===== config.mk =====
export PLATFORM = sky130hd
export DESIGN_NAME = double_ended_queue
export DESIGN_NICKNAME = d
export VERILOG_FILES = /design/src/sv/deq_pkg.sv /design/src/sv/double_ended_queue.sv /design/src/sv/deq_ram.sv /design/src/sv/deq_ptr.sv
export SDC_FILE = /design/constraint.sdc
export NUM_CORES = 1
export LEC_CHECK = 0
export BUFFER_PORTS_ARGS = -buffer_cell sky130_fd_sc_hd__buf_2
export CORE_MARGIN = 2
export CORE_UTILIZATION = 60
export CTS_CLUSTER_DIAMETER = 150
export DETAILED_ROUTE_END_ITERATION = 16
export PLACE_DENSITY = 0.89
export SETUP_SLACK_MARGIN = 0.02
export SLEW_MARGIN = 20
export SYNTH_ARGS = -nofsm -noshare
export SYNTH_HDL_FRONTEND = slang
export SYNTH_HIERARCHICAL = 1
export SYNTH_SLANG_ARGS = --single-unit

===== constraint.sdc =====
create_clock -name clk -period 4.8 [get_ports clk]
set_clock_uncertainty 0.05 [all_clocks]
set_input_delay 0.96 -clock clk [delete_from_list [all_inputs] [get_ports clk]]
set_output_delay 0.96 -clock clk [all_outputs]
set_load 0.05 [all_outputs]

===== src/sv/deq_pkg.sv =====
// deq_pkg: command and status codes of the double-ended queue
// no dependencies; used by double_ended_queue
`default_nettype none

package deq_pkg;

  localparam int unsigned OPCODE_W = 3;
  localparam int unsigned STATUS_W = 2;

  // command carried by one input transaction
  typedef enum logic [OPCODE_W-1:0] {
    OP_PUSH_FRONT = 3'd0,
    OP_PUSH_BACK  = 3'd1,
    OP_POP_FRONT  = 3'd2,
    OP_POP_BACK   = 3'd3,
    OP_DUMP       = 3'd4,
    OP_QUERY      = 3'd5
  } opcode_t;

  // status carried by one result transaction
  typedef enum logic [STATUS_W-1:0] {
    ST_OK         = 2'd0,
    ST_POP_EMPTY  = 2'd1,
    ST_PUSH_FULL  = 2'd2,
    ST_DUMP_EMPTY = 2'd3
  } status_t;

endpackage

`default_nettype wire


===== src/sv/double_ended_queue.sv =====
// double_ended_queue: bounded deque of items held in a circular buffer
// depends on deq_pkg, deq_ram, deq_ptr
//
// Usage
//   in_ channel : one command per transaction (push front/back, pop
//                 front/back, dump, empty query); codes 6 and 7 are taken
//                 and dropped without a result.
//   out_ channel: result transactions; out_last marks the final result of
//                 a command. A dump gives one result per stored item, front
//                 to back, or a single result when the deque is empty.
//   Timing: push, query and failed pops put their result in the output
//   register on the cycle they are taken. A pop that finds an item reads
//   the storage RAM, whose read data is registered, so its result is loaded
//   from the S_POP state. A dump reads one stored item at a time through
//   the single RAM read port and waits while the output stalls. A new
//   command is taken once the previous one is done and the output register is free or being emptied.
//   Reset: empties the deque (front and count cleared); the RAM is not
//   cleared, only slots holding items ever reach the output.
//   Stall: while out_ready is low a pending result holds and in_ready drops.
`default_nettype none

module double_ended_queue #(
  parameter int unsigned DEPTH      = 16,
  parameter int unsigned ITEM_WIDTH = 8
) (
  input  wire logic                  clk,
  input  wire logic                  rst_n,
  input  wire logic                  in_valid,
  output logic                       in_ready,
  input  wire logic [2:0]            in_opcode,
  input  wire logic [ITEM_WIDTH-1:0] in_item_in,
  output logic                       out_valid,
  input  wire logic                  out_ready,
  output logic      [ITEM_WIDTH-1:0] out_item_out,
  output logic      [1:0]            out_status,
  output logic                       out_is_empty,
  output logic                       out_last
);

  localparam int unsigned IDX_W = $clog2(DEPTH);
  localparam int unsigned CNT_W = $clog2(DEPTH + 1);

  typedef enum logic [2:0] {
    S_IDLE = 3'b001,
    S_POP  = 3'b010,
    S_DUMP = 3'b100
  } state_t;

  state_t           state_r, state_nxt;
  logic [IDX_W-1:0] front_r, front_nxt;
  logic [CNT_W-1:0] count_r, count_nxt;
  logic [IDX_W-1:0] dump_pos_r, dump_pos_nxt;
  logic [CNT_W-1:0] rem_r, rem_nxt;

  logic                  out_valid_r, out_valid_nxt;
  logic [ITEM_WIDTH-1:0] out_item_r, out_item_nxt;
  deq_pkg::status_t      out_status_r, out_status_nxt;
  logic                  out_is_empty_r, out_is_empty_nxt;
  logic                  out_last_r, out_last_nxt;

  deq_pkg::opcode_t op_c;
  logic             accept_c;
  logic             out_free_c;
  logic             load_c;
  logic             full_c;
  logic             empty_c;
  logic             wr_en_c;
  logic [IDX_W-1:0] wr_addr_c;
  logic [IDX_W-1:0] rd_addr_c;
  logic [IDX_W-1:0] dump_inc_c;
  logic [ITEM_WIDTH-1:0] rd_data;

  logic [IDX_W-1:0] front_dec, front_inc, back_wr, back_rd;

  // slot storage
  deq_ram #(
    .WIDTH (ITEM_WIDTH),
    .DEPTH (DEPTH)
  ) u_ram (
    .clk     (clk),
    .wr_en   (wr_en_c),
    .wr_addr (wr_addr_c),
    .wr_data (in_item_in),
    .rd_addr (rd_addr_c),
    .rd_data (rd_data)
  );

  // front and back slot positions
  deq_ptr #(
    .DEPTH (DEPTH)
  ) u_ptr (
    .front     (front_r),
    .count     (count_r),
    .front_dec (front_dec),
    .front_inc (front_inc),
    .back_wr   (back_wr),
    .back_rd   (back_rd)
  );

  // handshake
  assign op_c       = deq_pkg::opcode_t'(in_opcode);
  assign out_free_c = !out_valid_r || out_ready;
  assign in_ready   = (state_r == S_IDLE) && out_free_c;
  assign accept_c   = in_valid && in_ready;
  assign full_c     = (count_r == CNT_W'(DEPTH));
  assign empty_c    = (count_r == '0);
  assign dump_inc_c = (dump_pos_r == IDX_W'(DEPTH - 1)) ? '0 : dump_pos_r + 1'b1;

  // command sequencing and RAM access
  always_comb begin
    state_nxt        = state_r;
    front_nxt        = front_r;
    count_nxt        = count_r;
    dump_pos_nxt     = dump_pos_r;
    rem_nxt          = rem_r;
    wr_en_c          = 1'b0;
    wr_addr_c        = back_wr;
    rd_addr_c        = dump_pos_r;
    load_c           = 1'b0;
    out_item_nxt     = '0;
    out_status_nxt   = deq_pkg::ST_OK;
    out_is_empty_nxt = empty_c;
    out_last_nxt     = 1'b1;

    unique case (state_r)
      S_IDLE: begin
        if (accept_c) begin
          unique case (op_c)
            deq_pkg::OP_PUSH_FRONT, deq_pkg::OP_PUSH_BACK: begin
              load_c = 1'b1;
              if (full_c) begin
                out_status_nxt = deq_pkg::ST_PUSH_FULL;
              end else begin
                wr_en_c          = 1'b1;
                count_nxt        = count_r + 1'b1;
                out_is_empty_nxt = 1'b0;
                if (op_c == deq_pkg::OP_PUSH_FRONT) begin
                  wr_addr_c = front_dec;
                  front_nxt = front_dec;
                end
              end
            end
            deq_pkg::OP_POP_FRONT, deq_pkg::OP_POP_BACK: begin
              if (empty_c) begin
                load_c         = 1'b1;
                out_status_nxt = deq_pkg::ST_POP_EMPTY;
              end else begin
                count_nxt = count_r - 1'b1;
                state_nxt = S_POP;
                if (op_c == deq_pkg::OP_POP_FRONT) begin
                  rd_addr_c = front_r;
                  front_nxt = front_inc;
                end else begin
                  rd_addr_c = back_rd;
                end
              end
            end
            deq_pkg::OP_DUMP: begin
              if (empty_c) begin
                load_c         = 1'b1;
                out_status_nxt = deq_pkg::ST_DUMP_EMPTY;
              end else begin
                rd_addr_c    = front_r;
                dump_pos_nxt = front_r;
                rem_nxt      = count_r;
                state_nxt    = S_DUMP;
              end
            end
            deq_pkg::OP_QUERY: begin
              load_c = 1'b1;
            end
            default: begin
            end
          endcase
        end
      end
      S_POP: begin
        // read data of the popped slot is ready; count already updated
        load_c       = 1'b1;
        out_item_nxt = rd_data;
        state_nxt    = S_IDLE;
      end
      S_DUMP: begin
        // hold the read address while stalled so the read data stays put
        out_item_nxt     = rd_data;
        out_is_empty_nxt = 1'b0;
        out_last_nxt     = (rem_r == CNT_W'(1));
        if (out_free_c) begin
          load_c       = 1'b1;
          rd_addr_c    = dump_inc_c;
          dump_pos_nxt = dump_inc_c;
          rem_nxt      = rem_r - 1'b1;
          if (rem_r == CNT_W'(1)) begin
            state_nxt = S_IDLE;
          end
        end
      end
      default: begin
        state_nxt = S_IDLE;
      end
    endcase
  end

  // output register valid
  always_comb begin
    if (load_c) begin
      out_valid_nxt = 1'b1;
    end else if (out_ready) begin
      out_valid_nxt = 1'b0;
    end else begin
      out_valid_nxt = out_valid_r;
    end
  end

  // control state
  always_ff @(posedge clk) begin
    if (!rst_n) begin
      state_r     <= S_IDLE;
      front_r     <= '0;
      count_r     <= '0;
      out_valid_r <= 1'b0;
    end else begin
      state_r     <= state_nxt;
      front_r     <= front_nxt;
      count_r     <= count_nxt;
      out_valid_r <= out_valid_nxt;
    end
  end

  // dump walk and result payload
  always_ff @(posedge clk) begin
    dump_pos_r <= dump_pos_nxt;
    rem_r      <= rem_nxt;
    if (load_c) begin
      out_item_r     <= out_item_nxt;
      out_status_r   <= out_status_nxt;
      out_is_empty_r <= out_is_empty_nxt;
      out_last_r     <= out_last_nxt;
    end
  end

  assign out_valid    = out_valid_r;
  assign out_item_out = out_item_r;
  assign out_status   = out_status_r;
  assign out_is_empty = out_is_empty_r;
  assign out_last     = out_last_r;

  // item count stays within the buffer
  a_count_range: assert property (@(posedge clk) disable iff (!rst_n)
    count_r <= CNT_W'(DEPTH))
    else $error("deque count exceeds depth");

  // a pending result is never overwritten
  a_no_overwrite: assert property (@(posedge clk) disable iff (!rst_n)
    load_c |-> out_free_c)
    else $error("result register overwritten while stalled");

  // after a pop that found an item, the S_POP state loads it into the output register
  a_pop_result: assert property (@(posedge clk) disable iff (!rst_n)
    (state_r == S_POP) |=> (out_valid_r && (state_r == S_IDLE)))
    else $error("pop result not loaded");

  // the dump counter is never zero and never exceeds the item count while walking
  a_dump_rem: assert property (@(posedge clk) disable iff (!rst_n)
    (state_r == S_DUMP) |-> ((rem_r != '0) && (rem_r <= count_r)))
    else $error("dump walk out of range");

endmodule

`default_nettype wire


===== src/sv/deq_ram.sv =====
// deq_ram: generic single-write, single-read RAM with registered read data
// no dependencies
`default_nettype none

module deq_ram #(
  parameter int unsigned WIDTH = 8,
  parameter int unsigned DEPTH = 16
) (
  input  wire logic                     clk,
  input  wire logic                     wr_en,
  input  wire logic [$clog2(DEPTH)-1:0] wr_addr,
  input  wire logic [WIDTH-1:0]         wr_data,
  input  wire logic [$clog2(DEPTH)-1:0] rd_addr,
  output logic      [WIDTH-1:0]         rd_data
);

  logic [WIDTH-1:0] mem_r [DEPTH];

  // write port
  always_ff @(posedge clk) begin
    if (wr_en) begin
      mem_r[wr_addr] <= wr_data;
    end
  end

  // registered read port
  always_ff @(posedge clk) begin
    rd_data <= mem_r[rd_addr];
  end

endmodule

`default_nettype wire


===== src/sv/deq_ptr.sv =====
// deq_ptr: circular index arithmetic for the deque (front and back slots)
// no dependencies; DEPTH need not be a power of two
`default_nettype none

module deq_ptr #(
  parameter int unsigned DEPTH = 16
) (
  input  wire logic [$clog2(DEPTH)-1:0]   front,
  input  wire logic [$clog2(DEPTH+1)-1:0] count,
  output logic      [$clog2(DEPTH)-1:0]   front_dec,
  output logic      [$clog2(DEPTH)-1:0]   front_inc,
  output logic      [$clog2(DEPTH)-1:0]   back_wr,
  output logic      [$clog2(DEPTH)-1:0]   back_rd
);

  localparam int unsigned IDX_W = $clog2(DEPTH);
  localparam int unsigned CNT_W = $clog2(DEPTH + 1);
  localparam int unsigned SUM_W = CNT_W + 1;

  logic [SUM_W-1:0] sum_c;
  logic [SUM_W-1:0] sum_m1_c;

  // neighbors of the front slot, wrapping at the ends
  assign front_dec = (front == '0) ? IDX_W'(DEPTH - 1) : front - 1'b1;
  assign front_inc = (front == IDX_W'(DEPTH - 1)) ? '0 : front + 1'b1;

  // slot after the last item, and the last item itself
  assign sum_c    = SUM_W'(front) + SUM_W'(count);
  assign sum_m1_c = sum_c - 1'b1;

  assign back_wr = (sum_c >= SUM_W'(DEPTH)) ? IDX_W'(sum_c - SUM_W'(DEPTH)) : IDX_W'(sum_c);
  assign back_rd = (sum_m1_c >= SUM_W'(DEPTH)) ? IDX_W'(sum_m1_c - SUM_W'(DEPTH))
                                               : IDX_W'(sum_m1_c);

endmodule

`default_nettype wire

==> results summary, run 1 <==
The first-pass GRT wire length came out at 25.06 mm. The share of the yosys chip area belonging to registers came out at 64.12%. The number of remaining DRC errors came out at 0. The number of buffers between clock root and the deepest sink came out at 2. The detailed-router iteration count before antenna repair came out at 5. The final design area excluding fillers is 8499 um^2. The worst hold path belongs to the class register to register. The post-synthesis sequential element count came out at 170. The total wire length is 16.05 mm.

The worst setup path category is register to register. The total die area is 13640 um^2. For this configuration, the core starts out at a cell density of 60.99%. Among all stages on the critical path, the largest delay is contributed by nor2_1. The register clock-pin slew on the reported worst setup and hold paths is 0.06 ns. The final clock period utilization by the worst path came out at 79.18%. The total global routing overflow came out at 0. The number of levels in the clock H-tree is 4. The number of buffers added by the clock tree synthesis step came out at 17.

The width of the die came out at 116.8 um. The die outline height came out at 116.8 um. The worst setup path is captured at a register. The number of nets in the finished design came out at 557.

Setup repair after global routing left no endpoint under its margin. The biggest area consumer among synthesized cells is edfxtp_1. The average wire per standard cell is 22.54 um.

Data on the critical path arrives at its endpoint at 4.11 ns. The row count came out at 41. The data required time at the worst endpoint came out at 5.11 ns. The most numerous cell type found on the critical path is inv_1. The number of port buffers is 28. The maximum fanout along the worst path came out at 9. The detailed router placed 4582 vias in this run.

The most instantiated library cell after synthesis is edfxtp_1. The delay of the slowest critical-path stage came out at 0.66 ns. The total area inside the core boundary comes to 12520 um^2.

The startpoint kind of the worst setup timing path is a register. The number of antenna diodes in the final layout is 0. At the end of routability-driven placement, the weighted congestion stood at 0.8936. For this run, the leading register cell type out of synthesis is edfxtp_1. The post-cts sizing count came out at 0. The DRC marker count from the first detailed-route iteration is 504. In the routed layout, each cell is associated on average with a via count of 6.435.

Yosys mapped a number of flops with a built-in enable equal to 149. The placed instances occupy a cell area of 7949 um^2. The leakage component of the power came out at 2.984 nW. The setup TNS after final layout came out at 0 ns.

The post-synthesis instance area is 7634 um^2. The total clock sinks is 170. The number of routed nets with antenna violations is 0. The async set-or-reset flop fraction in the synthesized netlist is 0%. The number of global-route vias before repair came out at 4547. The number of antenna violations at the first check in global routing is 0. The aggregate global-route resource usage came out at 25.33%. The number of pins exceeding their max-slew limit in the final report is 0. The maximum number of pins on one net before global-route repair came out at 33. The wire-length estimate of the detail-placed layout is 10.70 mm. The worst max-slew margin expressed relative to the limit is 30.51%.

Yosys attributes the largest share of cell area to edfxtp_1, dfxtp_1, mux4_2. Derived from the worst setup path, the maximum achievable clock frequency is 263.1 MHz. The synthesized net count is 521. The Yosys warning count came out at 6. The number of fill cells is 814. The commonest cells after synthesis are edfxtp_1, nand2_1, nor2_1. The worst vdd rail ir drop is 0.2990 mV. The netlist uses 70 different library cells. TritonCTS built the clock tree. The synthesized area per cell came out at 15.55 um^2. The area overhead of the layout relative to synthesis is 11.34%.

The transition time at the pin with the least slew margin came out at 1.039 ns. The top cell type's share of synthesized area is 58.61%. The number of max-capacitance violations reported is 0. The clock reaches the later pin of the worst-skew pair after 0.42 ns. The count of endpoints failing setup in the final report came out at 0. In the final layout, the share of cells above drive strength 1 is 19.07%. The number of endpoints with negative hold slack in the final report is 0. The buffers inserted during post-CTS setup optimization is 0. The minimum period implied by the final worst setup slack is 3.801 ns.

Synthesis handed over a netlist of 491 instances. Walking the worst path, the cells encountered are ha_1 > inv_1 > fa_1 > inv_1 > nor3_1 > xnor3_1 > a32o_1 > a221o_1 > nor2_1 > a22oi_1 > nand2_1. The power density of the placed cells is 409.8 nW/um^2. The cell sitting at the root of the clock tree is a clkbuf_16.

The flow ran to the end, and the final reports show no timing, DRC or antenna violations. The number of top-level design ports is 29. The number of buffers inserted by hold repair at cts is 0.
==> final timing paths <==
| path | from | end | slack, ns | cells past startpoint |
|---|---|---|---|---|
| hold / removal | u_ram/rd_data[7]$_DFF_P_ | out_item_out[7]$_SDFFCE_PN0P_ | 0.45 | 1 |
| setup / recovery | front_r[0]$_SDFFE_PN0P_ | u_ram/rd_data[7]$_DFF_P_ | 1.0 | 11 |
| hold reg to reg | u_ram/rd_data[7]$_DFF_P_ | out_item_out[7]$_SDFFCE_PN0P_ | 0.45 | 1 |
| setup reg to reg | front_r[0]$_SDFFE_PN0P_ | u_ram/rd_data[7]$_DFF_P_ | 1.0 | 11 |
==> worst max-delay path, delay by kind of cell (launching register included) <==
kind	cells	cell delay [ns]
AND/OR/NAND/NOR	3	1.01
AO/OA/AOI/OAI	3	0.96
adder cells (fa/ha/maj)	2	0.76
flip-flops	1	0.54
XOR/XNOR	1	0.27
buffers and inverters	2	0.15
==> layout make-up <==
class	instances	area (um^2)	share of cell area (%)
tap	172	215.2	2.532
multi-input combinational	281	2532	29.80
inverter	17	63.81	0.7508
timing repair buffer	40	242.7	2.856
clock buffer	20	436.7	5.138
clock inverter	12	113.9	1.340
sequential	170	4895	57.59
==> where the power goes <==
group | total, mW | internal, mW | leakage, nW | switching, mW
sequential | 1.71 | 1.67 | 1.52 | 0.0426
clock | 1.27 | 0.720 | 0.262 | 0.555
combinational | 0.496 | 0.183 | 1.20 | 0.313
total | 3.48 | 2.57 | 2.98 | 0.910
==> layout by cell type, fill, tap and decap left out, types with 7 or more instances in the layout <==
cell type	instances
nor3_1	10
nor2_1	25
edfxtp_1	149
nand3_1	9
buf_2	28
dfxtp_1	21
mux2i_1	9
mux4_1	14
a22oi_1	17
and2_1	9
inv_1	17
clkbuf_16	17
buf_4	11
a21oi_1	22
o21ai_0	12
ha_1	13
nand2b_1	8
mux4_2	18
nand2_1	25
xnor2_1	7
==> layer usage <==
layer | part of all wire [%] | vias up | GRT usage [%]
met1 | 39 | 2273 | 33.60
met3 | 8.3 | 27 | 6.694
met4 | 1.8 | 0 | 8.549
li1 | - | 2035 | -
met2 | 50 | 247 | 41.27
met5 | 0 | - | 0
==> cells by family after synthesis <==
logic type,count (synthesis),share of synthesized area (%)
compound gates,88,8.048
xor+xnor,13,1.672
fa+ha+maj,15,2.655
buf+inv,40,2.721
flops,170,64.12
mux,45,11.90
simple gates,120,8.884
==> state kept, by name (all words and copies together) (netlist names) <==
register	count
out_item_out	8
out_valid	1
count_r	5
front_r	4
rem_r	5
u_ram/rd_data	8
out_status	2
dump_pos_r	4
state_r	3
out_is_empty	1
out_last	1
u_ram/mem_r	128
==> metrics by stage <==
step	cells	hold WS (ns)	power [mW]	util (%)	setup WS, ns
4_1_cts	712	0.4560	3.494	67.90	1.074
6_report	712	0.4533	3.483	67.90	0.9992
3_3_place_gp	680	0.4330	2.209	63.50	0.9568
2_1_floorplan	491	0.4322	2.099	-	1.231
3_5_place_dp	680	0.4414	2.230	63.50	0.7652
5_1_grt	712	0.4749	3.611	67.90	0.8002
(Power assumes the default switching activity.)
==> inputs of run 2 (changes only) <==
- clock period: 4.8 -> 3.85 ns (I/O delays scaled with it)
==> run 2 against run 1 <==
  * Combinational power grew 37%
  * Power grew 28%
  * Highest routed layer unchanged
  * Maximum frequency grew 2.2%
  * Via count grew 6.3%
  * Critical path depth grew 2
==> results summary, run 2 (synthesis gave the netlist of run 1 again) <==
The run finished with clean final reports. The area inside the core boundary is 12520 um^2 (unchanged). The cell sitting at the root of the clock tree is a clkbuf_16. The number of routed nets with antenna violations is 0 (unchanged).

The hold-critical path depth is 1 (unchanged). The number of buffers added by the clock tree synthesis step came to 17 (unchanged). The switching fraction of total power came out at 27.22% (+1.1 points). The number of remaining DRC errors came out at 0 (unchanged). The switching power total came to 1.212 mW (+33%). The number of nets in the finished design was 580 (+4.1%).

The critical path arrival came to 4.04 ns (-0.07 ns). The die outline height came out at 116.8 um (unchanged). The cell count after placement is 703 (+3.4%). The number of port buffers was 28 (unchanged). The relative contribution of sequential cells to total power came out at 47.8% (-1.4 points). The leakage component of the power came out at 3.128 nW (+4.8%). The combinational cell fraction of total power came to 15.3% (+1.0 points).

The clock latency on the worst-skew pair is 0.43 ns (about the same). The final weighted congestion in routability-driven placement is 0.9208 (+3.0%). The cell count of the worst reg-to-reg path is 13 (+2).

The number of max-capacitance violations reported is 0 (unchanged). The aggregate global-route resource usage is 27.73% (+2.4 points). The transition time at the pin with the least slew margin was 0.6085 ns (-0.4301 ns). The delay of the slowest critical-path stage was 0.57 ns (-0.09 ns).

The initial cell density of the core is 60.99% (unchanged). The timing-limited maximum frequency came out at 268.8 MHz (+2.2%). The via count came out at 4869 (+6.3%). The number of fill cells is 771 (-5.3%). The number of global-route vias before repair came out at 4855 (+6.8%).

The total global routing overflow is 0 (unchanged). The fraction of final layout cells sized beyond drive strength 1 was 22.91% (+3.8 points). The overall power consumption is 4.454 mW (+28%). Setup repair after global routing left no endpoint under its margin. For hold timing, the worst endpoint is out_item_out[7]$_SDFFCE_PN0P_. The startpoint kind of the worst setup timing path is a register. The area growth from synthesis to layout is 14.19%. The non-filler instance count after layout is 735 (+3.2%). The kind of cell with the highest combined delay on the critical path is compound AO/OA/AOI/OAI gates. The library cells used most frequently in the layout, excluding fill and tap cells, are edfxtp_1, buf_4, buf_2. The sum of buffers and inverters on the critical path is 2 (unchanged). The number of endpoints with negative hold slack in the final report was 0 (unchanged). The number of top-level design ports came out at 29 (unchanged). The worst setup path is of the register to register kind.

The total die area came to 13640 um^2 (unchanged). The detailed-router iteration count before antenna repair is 6 (+1). The number of buffers inserted by hold repair at cts came out at 0 (unchanged). The design internal power is 3.241 mW (+26%). The total clock sinks is 170 (unchanged). The register clock-pin slew on the reported worst setup and hold paths came out at 0.06 ns (about the same). The number of diodes came out at 0 (unchanged). Walking the worst path, the cells encountered are ha_1 > inv_1 > fa_1 > xnor2_1 > xor2_1 > nand4b_1 > o21ai_0 > nor4_1 > o311ai_0 > buf_4 > and2b_1 > a22oi_1 > nand2_1.

The number of vias per cell after detailed routing came out at 6.624 (+2.9%). The row count is 41 (unchanged). The minimum period implied by the final worst setup slack came out at 3.721 ns (-0.08023 ns).

More flip-flops sit in one register than any other, and that register is u_ram/mem_r. The number of pins exceeding their max-slew limit in the final report is 0 (unchanged). The share of total power in the clock network was 37.0% (+0.4 points). The worst hold path belongs to the class register to register.

The number of flip-flops under the largest register name is 128 (unchanged). In this run the critical register-to-register path is launched from front_r[0]$_SDFFE_PN0P_. The destination of the worst register-to-register timing path is u_ram/rd_data[2]$_DFF_P_. The power density of the placed cells is 510.9 nW/um^2 (+25%). The cell type of the slowest stage on the worst timing path is dfxtp_1. The maximum fanout along the worst path came to 9 (unchanged). The sort of element at the end of the critical path is a register.

The maximum number of pins on one net before global-route repair is 33 (unchanged). The worst vdd rail ir drop is 0.4134 mV (+38%). The reg2reg setup slack is 0.13 ns (-0.87 ns). The total wire length came to 17.67 mm (+10%).

The width of the die came out at 116.8 um (unchanged). The worst hold path begins at u_ram/rd_data[7]$_DFF_P_. The worst max-slew margin expressed relative to the limit is 58.92% (+28 points). The first-pass GRT wire length is 27.26 mm (+8.8%). The average wire per standard cell is 24.04 um (+6.6%). The data required time at the worst endpoint came out at 4.17 ns (-0.94 ns). The DRC marker count from the first detailed-route iteration came out at 728 (+44%).

The post-cts sizing count is 0 (unchanged). The commonest non-fill, non-tap cell in the layout is edfxtp_1. The final clock period utilization by the worst path came out at 96.64% (+17 points).

The number of antenna violations at the first check in global routing is 0 (unchanged). The count of endpoints failing setup in the final report came to 0 (unchanged). The number of buffers between clock root and the deepest sink was 2 (unchanged). The number of levels in the clock H-tree is 4 (unchanged). The clock tree from TritonCTS is done.

The buffers inserted during post-CTS setup optimization came out at 0 (unchanged). The total half-perimeter wirelength after legalization and detailed placement is 11.22 mm (+4.9%). The setup TNS after final layout is 0 ns (unchanged).
-- run 2: area by class of cell --
type                    instances  area (um^2)  share of cell area (%)
repair buffers                 63        440.4                   5.052
clock buffers                  18        429.2                   4.923
clock inverters                14        141.4                   1.622
inverters                      17        63.81                  0.7320
well taps                     172        215.2                   2.469
multi-input cells             281         2532                   29.05
flip-flops and latches        170         4895                   56.15
-- run 2: power groups by stage --
| stage | logic [mW] | clock network [mW] | registers (mW) |
|---|---|---|---|
| floorplan | 0.412 | 0 | 2.20 |
| global placement | 0.618 | 0 | 2.16 |
| detailed placement | 0.647 | 0 | 2.17 |
| CTS | 0.666 | 1.66 | 2.13 |
| global route | 0.718 | 1.72 | 2.14 |
| finish | 0.680 | 1.65 | 2.13 |
-- run 2: per-layer routing --
layer | up-vias | track usage (%) | part of all wire, %
li1 | 2086 | - | -
met1 | 2383 | 36.76 | 38
met2 | 343 | 45.13 | 50
met3 | 57 | 5.407 | 8.9
met4 | 0 | 12.47 | 3.6
met5 | - | 0 | 0
-- run 2: how the worst max path moves through the flow --
stage	cells past startpoint	endpoint	slack [ns]	startpoint
2_1_floorplan	6	u_ram/mem_r[0][0]$_DFFE_PP_	0.47	in_opcode[0]
6_report	13	u_ram/rd_data[2]$_DFF_P_	0.13	front_r[0]$_SDFFE_PN0P_
5_1_grt	14	u_ram/rd_data[1]$_DFF_P_	0.06	front_r[0]$_SDFFE_PN0P_
3_3_place_gp	10	u_ram/rd_data[0]$_DFF_P_	0.31	in_opcode[2]
4_1_cts	13	u_ram/rd_data[2]$_DFF_P_	0.29	front_r[0]$_SDFFE_PN0P_
3_5_place_dp	10	u_ram/rd_data[2]$_DFF_P_	0.10	in_opcode[2]
-- run 2: through the flow --
| step | hold slack (ns) | cell area, um^2 | setup WS (ns) | utilization [%] |
|---|---|---|---|---|
| floorplan | 0.4322 | 7634 | 0.4712 | - |
| global placement | 0.4342 | 8147 | 0.3085 | 65.08 |
| detailed placement | 0.4451 | 8147 | 0.1040 | 65.08 |
| CTS | 0.4602 | 8717 | 0.2907 | 69.64 |
| global route | 0.4780 | 8717 | 0.05908 | 69.64 |
| finish | 0.4617 | 8717 | 0.1294 | 69.64 |
